## config.mk

```make
export PLATFORM = sky130hd
export DESIGN_NAME = cylinder_mesh_index_gen_unit
export DESIGN_NICKNAME = d
export VERILOG_FILES = /design/src/rtl/core/cmig_pkg.sv /design/src/rtl/core/cmig_fifo.sv /design/src/rtl/core/cmig_tri_gen.sv /design/src/rtl/core/cylinder_mesh_index_gen_unit.sv
export SDC_FILE = /design/constraint.sdc
export NUM_CORES = 1
export LEC_CHECK = 0
export BUFFER_PORTS_ARGS = -buffer_cell sky130_fd_sc_hd__buf_2
export CORE_ASPECT_RATIO = 1.75
export CORE_UTILIZATION = 58
export DETAILED_ROUTE_END_ITERATION = 8
export PLACE_DENSITY = 0.79
export SLEW_MARGIN = 40
export SYNTH_ARGS = -nofsm -noshare
export SYNTH_HDL_FRONTEND = slang
export SYNTH_HIERARCHICAL = 1
export SYNTH_SLANG_ARGS = --single-unit
```

## constraint.sdc

```tcl
create_clock -name clk_i -period 8.4 [get_ports clk_i]
set_input_delay 2.1 -clock clk_i [delete_from_list [all_inputs] [get_ports clk_i]]
set_output_delay 2.1 -clock clk_i [all_outputs]
set_load 0.02 [all_outputs]
```

## src/rtl/core/cmig_pkg.sv

```systemverilog
// Shared types and constants of the cylinder mesh index generator.
package cmig_pkg;

  localparam int unsigned IdxW        = 21;
  localparam int unsigned SegW        = 11;
  localparam int unsigned MaxSegments = 1024;

  typedef enum logic {
    CFG_RADIAL = 1'b0,
    CFG_HEIGHT = 1'b1
  } cfg_idx_e;

  typedef enum logic [1:0] {
    REGION_SIDE   = 2'd0,
    REGION_BOTTOM = 2'd1,
    REGION_TOP    = 2'd2
  } region_e;

  typedef struct packed {
    logic [IdxW-1:0] vertex_a;
    logic [IdxW-1:0] vertex_b;
    logic [IdxW-1:0] vertex_c;
    region_e         region;
    logic            last_of_mesh;
  } tri_t;

endpackage

```

## src/rtl/core/cmig_fifo.sv

```systemverilog
// Two-entry queue used between the front side, the generator and the result side.
module cmig_fifo #(
  parameter int unsigned Width = 1
) (
  input  logic             clk_i,
  input  logic             rst_ni,
  input  logic             push_i,
  input  logic [Width-1:0] data_i,
  output logic             full_o,
  input  logic             pop_i,
  output logic [Width-1:0] data_o,
  output logic             empty_o
);

  logic [Width-1:0] mem_q [2];
  logic [1:0]       cnt_q, cnt_d;
  logic             wptr_q, rptr_q;
  logic             do_push, do_pop;

  assign full_o  = (cnt_q == 2'd2);
  assign empty_o = (cnt_q == 2'd0);
  assign do_push = push_i & ~full_o;
  assign do_pop  = pop_i & ~empty_o;
  assign data_o  = mem_q[rptr_q];

  always_comb begin
    cnt_d = cnt_q;
    if (do_push && !do_pop) begin
      cnt_d = cnt_q + 2'd1;
    end else if (do_pop && !do_push) begin
      cnt_d = cnt_q - 2'd1;
    end
  end

  always_ff @(posedge clk_i or negedge rst_ni) begin
    if (!rst_ni) begin
      cnt_q  <= 2'd0;
      wptr_q <= 1'b0;
      rptr_q <= 1'b0;
    end else begin
      cnt_q <= cnt_d;
      if (do_push) wptr_q <= ~wptr_q;
      if (do_pop)  rptr_q <= ~rptr_q;
    end
  end

  always_ff @(posedge clk_i) begin
    if (do_push) mem_q[wptr_q] <= data_i;
  end

endmodule

```

## src/rtl/core/cmig_tri_gen.sv

```systemverilog
// Back end: segment registers, sequence counters and triangle index arithmetic.
module cmig_tri_gen #(
  parameter int unsigned MAX_SEGMENTS = cmig_pkg::MaxSegments
) (
  input  logic                      clk_i,
  input  logic                      rst_ni,
  input  logic                      cfg_we_i,
  input  cmig_pkg::cfg_idx_e        cfg_idx_i,
  input  logic [cmig_pkg::SegW-1:0] cfg_wdata_i,
  input  logic                      req_valid_i,
  input  logic                      req_restart_i,
  output logic                      req_pop_o,
  input  logic                      res_full_i,
  output logic                      res_push_o,
  output cmig_pkg::tri_t            res_o
);

  localparam int unsigned IdxW   = cmig_pkg::IdxW;
  localparam int unsigned SegW   = cmig_pkg::SegW;
  localparam int unsigned SegMax = (1 << SegW) - 1;
  localparam int unsigned MaxEff = (MAX_SEGMENTS > SegMax) ? SegMax : MAX_SEGMENTS;

  typedef enum logic [2:0] {
    PH_SIDE   = 3'b001,
    PH_BOTTOM = 3'b010,
    PH_TOP    = 3'b100
  } phase_e;

  logic [SegW-1:0] radial_q, height_q;
  logic [SegW-1:0] r, h;
  phase_e          phase_q, phase_d, phase_c;
  logic [SegW-1:0] row_q, row_d, row_c;
  logic [SegW-1:0] col_q, col_d, col_c;
  logic            half_q, half_d, half_c;
  logic [IdxW-1:0] base_q, base_d, base_c;
  logic [IdxW-1:0] stride, cur, nxt, bc, tc;
  logic            col_end, row_end, go;

  function automatic logic [SegW-1:0] eff_count(input logic [SegW-1:0] v);
    logic [SegW-1:0] res;
    res = v;
    if (v == '0) begin
      res = SegW'(1);
    end else if (int'(v) > int'(MaxEff)) begin
      res = SegW'(MaxEff);
    end
    return res;
  endfunction

  assign r = eff_count(radial_q);
  assign h = eff_count(height_q);

  assign go         = req_valid_i & ~res_full_i;
  assign req_pop_o  = go;
  assign res_push_o = go;

  // restart rewinds before the triangle is formed
  always_comb begin
    phase_c = req_restart_i ? PH_SIDE : phase_q;
    row_c   = req_restart_i ? '0 : row_q;
    col_c   = req_restart_i ? '0 : col_q;
    half_c  = req_restart_i ? 1'b0 : half_q;
    base_c  = req_restart_i ? '0 : base_q;
  end

  assign stride  = IdxW'(r) + IdxW'(1);
  assign cur     = base_c + IdxW'(col_c);
  assign nxt     = cur + stride;
  assign bc      = base_c + stride;
  assign tc      = bc + IdxW'(r) + IdxW'(2);
  assign col_end = ({1'b0, col_c} + (SegW+1)'(1)) >= {1'b0, r};
  assign row_end = ({1'b0, row_c} + (SegW+1)'(1)) >= {1'b0, h};

  always_comb begin
    phase_d = phase_c;
    row_d   = row_c;
    col_d   = col_c;
    half_d  = half_c;
    base_d  = base_c;
    res_o.last_of_mesh = 1'b0;
    unique case (phase_c)
      PH_BOTTOM: begin
        res_o.region   = cmig_pkg::REGION_BOTTOM;
        res_o.vertex_a = bc;
        res_o.vertex_b = bc + IdxW'(col_c) + IdxW'(2);
        res_o.vertex_c = bc + IdxW'(col_c) + IdxW'(1);
        if (col_end) begin
          col_d   = '0;
          phase_d = PH_TOP;
        end else begin
          col_d = col_c + SegW'(1);
        end
      end
      PH_TOP: begin
        res_o.region   = cmig_pkg::REGION_TOP;
        res_o.vertex_a = tc;
        res_o.vertex_b = tc + IdxW'(col_c) + IdxW'(1);
        res_o.vertex_c = tc + IdxW'(col_c) + IdxW'(2);
        if (col_end) begin
          res_o.last_of_mesh = 1'b1;
          phase_d = PH_SIDE;
          row_d   = '0;
          col_d   = '0;
          half_d  = 1'b0;
          base_d  = '0;
        end else begin
          col_d = col_c + SegW'(1);
        end
      end
      default: begin
        res_o.region = cmig_pkg::REGION_SIDE;
        res_o.vertex_b = nxt;
        if (!half_c) begin
          res_o.vertex_a = cur;
          res_o.vertex_c = cur + IdxW'(1);
          half_d = 1'b1;
        end else begin
          res_o.vertex_a = cur + IdxW'(1);
          res_o.vertex_c = nxt + IdxW'(1);
          half_d = 1'b0;
          if (col_end) begin
            col_d  = '0;
            base_d = base_c + stride;
            if (row_end) begin
              row_d   = '0;
              phase_d = PH_BOTTOM;
            end else begin
              row_d = row_c + SegW'(1);
            end
          end else begin
            col_d = col_c + SegW'(1);
          end
        end
      end
    endcase
  end

  always_ff @(posedge clk_i or negedge rst_ni) begin
    if (!rst_ni) begin
      radial_q <= SegW'(16);
      height_q <= SegW'(1);
      phase_q  <= PH_SIDE;
      row_q    <= '0;
      col_q    <= '0;
      half_q   <= 1'b0;
      base_q   <= '0;
    end else if (cfg_we_i) begin
      // any register write rewinds the sequence
      unique case (cfg_idx_i)
        cmig_pkg::CFG_RADIAL: radial_q <= cfg_wdata_i;
        cmig_pkg::CFG_HEIGHT: height_q <= cfg_wdata_i;
        default: ;
      endcase
      phase_q <= PH_SIDE;
      row_q   <= '0;
      col_q   <= '0;
      half_q  <= 1'b0;
      base_q  <= '0;
    end else if (go) begin
      phase_q <= phase_d;
      row_q   <= row_d;
      col_q   <= col_d;
      half_q  <= half_d;
      base_q  <= base_d;
    end
  end

endmodule

```

## src/rtl/core/cylinder_mesh_index_gen_unit.sv

```systemverilog
// Top level of the capped cylinder triangle index generator.
//
// Each request pushed on the input queue (push/full, field restart_i) yields
// exactly one triangle on the result queue (empty/pop): three vertex indices,
// a region code (side, bottom cap, top cap) and a last-of-mesh flag. The side
// grid comes first, then the bottom cap fan, then the top cap fan; after the
// last top cap triangle the sequence starts over. restart_i = 1 rewinds and
// emits the first side triangle for that same request.
// Configuration: cfg_we_i with cfg_idx_i (0 radial, 1 height segments) and
// cfg_wdata_i; a write takes effect at once and rewinds the sequence.
// Path: a request waits in the request queue, the generator forms its
// triangle combinationally from the queue head and the result queue registers
// it. Throughput: one triangle per cycle while the result queue has room, set
// by the counter and adder step between 2-entry request and result queues.
// Reset: radial 16, height 1, sequence at the first side triangle, queues empty.
// When the receiver stops popping, the result queue fills, the generator halts
// and full rises once the request queue holds two requests.
module cylinder_mesh_index_gen_unit #(
  parameter int unsigned MAX_SEGMENTS = cmig_pkg::MaxSegments
) (
  input  logic                      clk_i,
  input  logic                      rst_ni,
  input  logic                      cfg_we_i,
  input  cmig_pkg::cfg_idx_e        cfg_idx_i,
  input  logic [cmig_pkg::SegW-1:0] cfg_wdata_i,
  input  logic                      push,
  output logic                      full,
  input  logic                      restart_i,
  output logic                      empty,
  input  logic                      pop,
  output logic [cmig_pkg::IdxW-1:0] vertex_a_o,
  output logic [cmig_pkg::IdxW-1:0] vertex_b_o,
  output logic [cmig_pkg::IdxW-1:0] vertex_c_o,
  output logic [1:0]                region_o,
  output logic                      last_of_mesh_o
);

  localparam int unsigned TriW = $bits(cmig_pkg::tri_t);

  logic           req_empty, req_pop, req_restart;
  logic           res_full, res_push;
  cmig_pkg::tri_t res_in, res_out;
  logic [TriW-1:0] res_out_bits;

  cmig_fifo #(.Width(1)) u_req_q (
    .clk_i   (clk_i),
    .rst_ni  (rst_ni),
    .push_i  (push),
    .data_i  (restart_i),
    .full_o  (full),
    .pop_i   (req_pop),
    .data_o  (req_restart),
    .empty_o (req_empty)
  );

  cmig_tri_gen #(.MAX_SEGMENTS(MAX_SEGMENTS)) u_gen (
    .clk_i         (clk_i),
    .rst_ni        (rst_ni),
    .cfg_we_i      (cfg_we_i),
    .cfg_idx_i     (cfg_idx_i),
    .cfg_wdata_i   (cfg_wdata_i),
    .req_valid_i   (~req_empty),
    .req_restart_i (req_restart),
    .req_pop_o     (req_pop),
    .res_full_i    (res_full),
    .res_push_o    (res_push),
    .res_o         (res_in)
  );

  cmig_fifo #(.Width(TriW)) u_res_q (
    .clk_i   (clk_i),
    .rst_ni  (rst_ni),
    .push_i  (res_push),
    .data_i  (res_in),
    .full_o  (res_full),
    .pop_i   (pop),
    .data_o  (res_out_bits),
    .empty_o (empty)
  );

  assign res_out        = cmig_pkg::tri_t'(res_out_bits);
  assign vertex_a_o     = res_out.vertex_a;
  assign vertex_b_o     = res_out.vertex_b;
  assign vertex_c_o     = res_out.vertex_c;
  assign region_o       = res_out.region;
  assign last_of_mesh_o = res_out.last_of_mesh;

endmodule

```

==> results.toml <==
[clocking]
cts_tree = "built"
clkLatencyLatePin_ns = 0.53
cts_root_buf = "clkbuf_16"
htree_levels = 1
cts_inserted_buffers = 20
max-clock-path-buffers = 3
cts.sinks = 211
clkTransAtPathRegs_ns = 0.07

[worst_setup_path]
slowest_stage = "or4b_1"
worstPathRequired_ns = 8.64
startpoint_type = "flip-flop"
critPathMaxFanout = 7
worstPathArrival_ns = 8.33
cpPeakStageDelay_ns = 0.46
end_kind = "flip-flop"
path_class = "reg -> reg"
ff2ff_setup_slack_ns = 0.32

[die]
fp.dieW_um = 136
fp.dieH_um = 237
placeableCoreArea_um2 = 30900
boundaryPins = 86
initial_utilization_pct = 59.3
dieArea_um2 = 32400
core.rowCount = 85

[layout]
multiInputGateArea_um2 = 11900
seq_area_um2 = 5960
area_growth_pct = 9.46
num_antenna_cells = 0
nets = 2200
drive_gt1_share_pct = 15.3
final_cells = 2468
nFillCells = 2687

[timing]
tns_ns = 0
period_minus_slack_ns = 8.08
fmax_ghz = 0.124
fin_skew_ns = 0.0110
drv_slew = 0
hold_viol = 0
finalSetupViolCount = 0
relSlewSlack_pct = 41.3
tightest_slew_ns = 0.871
finalCritPeriodShare_pct = 96.2

[synthesis]
synth_common_cells = "152 x nand2_1, 147 x xnor2_1, 134 x edfxtp_1, 131 x nor2_1, 115 x o21ai_0"
synth_top_flop_cell = "edfxtp_1"
synth.avg_cell_area_um2 = 9.23
synth-edff-count = 134
synth.area.top_cells = "edfxtp_1 22%, dfrtp_1 10%, ha_1 7.7%, xnor2_1 7.0%, xor2_1 4.6%"
syn_area_um2 = 18300
synth_cells = 1986
async_reset_ff_share_pct = 36.5
yosys.area.top_type = "edfxtp_1"
synth.ff_latch_count = 211
synth_most_common_cell = "nand2_1"
ys_warn_count = 6
synth_seq_area_share_pct = 32.5
synth_top_area_share_pct = 21.9
synth_cell_types = 102

[place]
port_buffers = 85
gp_congestion = 0.994
place_hpwl_um = 47400
dp.cells = 2429

[power_and_ir_drop]
ir_worst_vdd_mv = 0.526
leakage_nw = 8.15
power_w = 0.00497
power_density_nw_per_um2 = 248

[global_routing]
grt_pass1_vias = 16400
grt_use_total_pct = 38.2
antenna_found_initial = 0
grt_max_degree = 67
grt-ovfl-total = 0
grt_pass1_wl_um = 92600

[job]
maxCapViolations = 0

[drt]
avgViaCountPerCell = 6.70
ant_nets = 0
finalWirelength_um = 61300
drc_errors = 0
routedWlPerCell_um = 24.8
dr.pass1.iters = 5
drt_iter0_drc = 1279
vias = 16500

[status]
status = "finished clean"

[min_path]
hold_class = "reg -> reg"
cell usage in the layout (no fill, tap or decap), types with 65 or more instances in the layout:
cell	netlist	final
a21oi_1	100	100
xor2_1	97	94
edfxtp_1	134	134
nor2_1	131	126
nand3_1	65	65
dfrtp_1	74	73
o21ai_0	115	115
xnor2_1	147	147
ha_1	113	112
nand2_1	152	151
buf_2	18	84
timing repair:
item                       4_1_cts  5_1_grt
setup endpoints to repair        0       24
hold buffers                     0        0
gates resized for setup          0        8
buffers inserted                 0        2
routing by layer:
| layer | GRT usage (%) | vias up | share of wire (%) |
|---|---|---|---|
| li1 | - | 7546 | - |
| met1 | 42.0 | 7946 | 36 |
| met3 | 4.71 | 266 | 5.8 |
| met4 | 27.9 | 0 | 8.4 |
| met2 | 66.4 | 788 | 50 |
| met5 | 0 | - | 0 |
where the power goes:
part	internal (W)	switching (W)	leakage (nW)
clock network	0.000538	0.000401	0.331
registers	0.00153	0.000124	2.29
logic	0.000868	0.00152	5.53
total	0.00293	0.00204	8.15
stage by stage:
stage / setup WS, ns / hold WS (ns) / utilization (%) / area (um2)
CTS: 0.303 / 0.489 / 64.6 / 20000
detailed placement: 0.296 / 0.474 / 62.4 / 19300
floorplan: 0.316 / 0.442 / - / 18300
finish: 0.315 / 0.487 / 64.9 / 20100
global placement: 0.453 / 0.461 / 62.3 / 19300
global route: -0.108 / 0.499 / 64.9 / 20100
critical path, delay by kind of cell (launching register included):
kind / cells / cell delay, ns
AND/OR/NAND/NOR: 14 / 3.72
adder cells (fa/ha/maj): 4 / 1.42
AO/OA/AOI/OAI: 6 / 1.14
XOR/XNOR: 4 / 0.78
flip-flops: 1 / 0.42
multiplexers: 1 / 0.21
buffers and inverters: 1 / 0.12
flip-flops by register name, summed over array words and instances (netlist names), 2 cells and up:
register,flops
u_gen/row_q,11
u_gen/phase_q,3
u_res_q/cnt_q,2
u_req_q/mem_q,2
u_res_q/mem_q,132
u_gen/col_q,11
u_gen/height_q,11
u_req_q/cnt_q,2
u_gen/radial_q,11
u_gen/base_q,21
final timing paths:
| kind | from | to | depth (start not counted) |
|---|---|---|---|
| max reg2reg | u_gen/radial_q[6] | u_res_q/mem_q[0][21] | 30 |
| max in group asynchronous | rst_ni | u_gen/radial_q[4] | 3 |
| min reg2reg | u_gen/col_q[4] | u_gen/col_q[4] | 2 |
| min | u_gen/col_q[4] | u_gen/col_q[4] | 2 |
| min in group asynchronous | rst_ni | u_gen/row_q[8] | 1 |
| max | u_gen/radial_q[6] | u_res_q/mem_q[0][21] | 30 |
final cells by class:
type                       instances  area share (%)
inverter                          62            1.16
timing repair buffer             140            4.31
sequential                       211            29.7
tap                              391            2.44
clock buffer                      30            3.06
multi-input combinational       1628            59.1
clock inverter                     6           0.274
logic make-up (layout without fill, tap and decap cells):
group                      after synthesis  count (layout)  synth area share, %
and+or+nand+nor                        657             657                 18.7
buffers and inverters                  148             238                 3.40
DFF                                    211             211                 32.5
adders and majority gates              120             120                 8.42
xor gates and xnor gates               247             247                 11.9
AOI/OAI and AO/OA                      509             509                 18.8
muxes                                   93              93                 6.30
other                                    1               2               0.0204
Note: power is estimated with default switching activity, not from simulation.
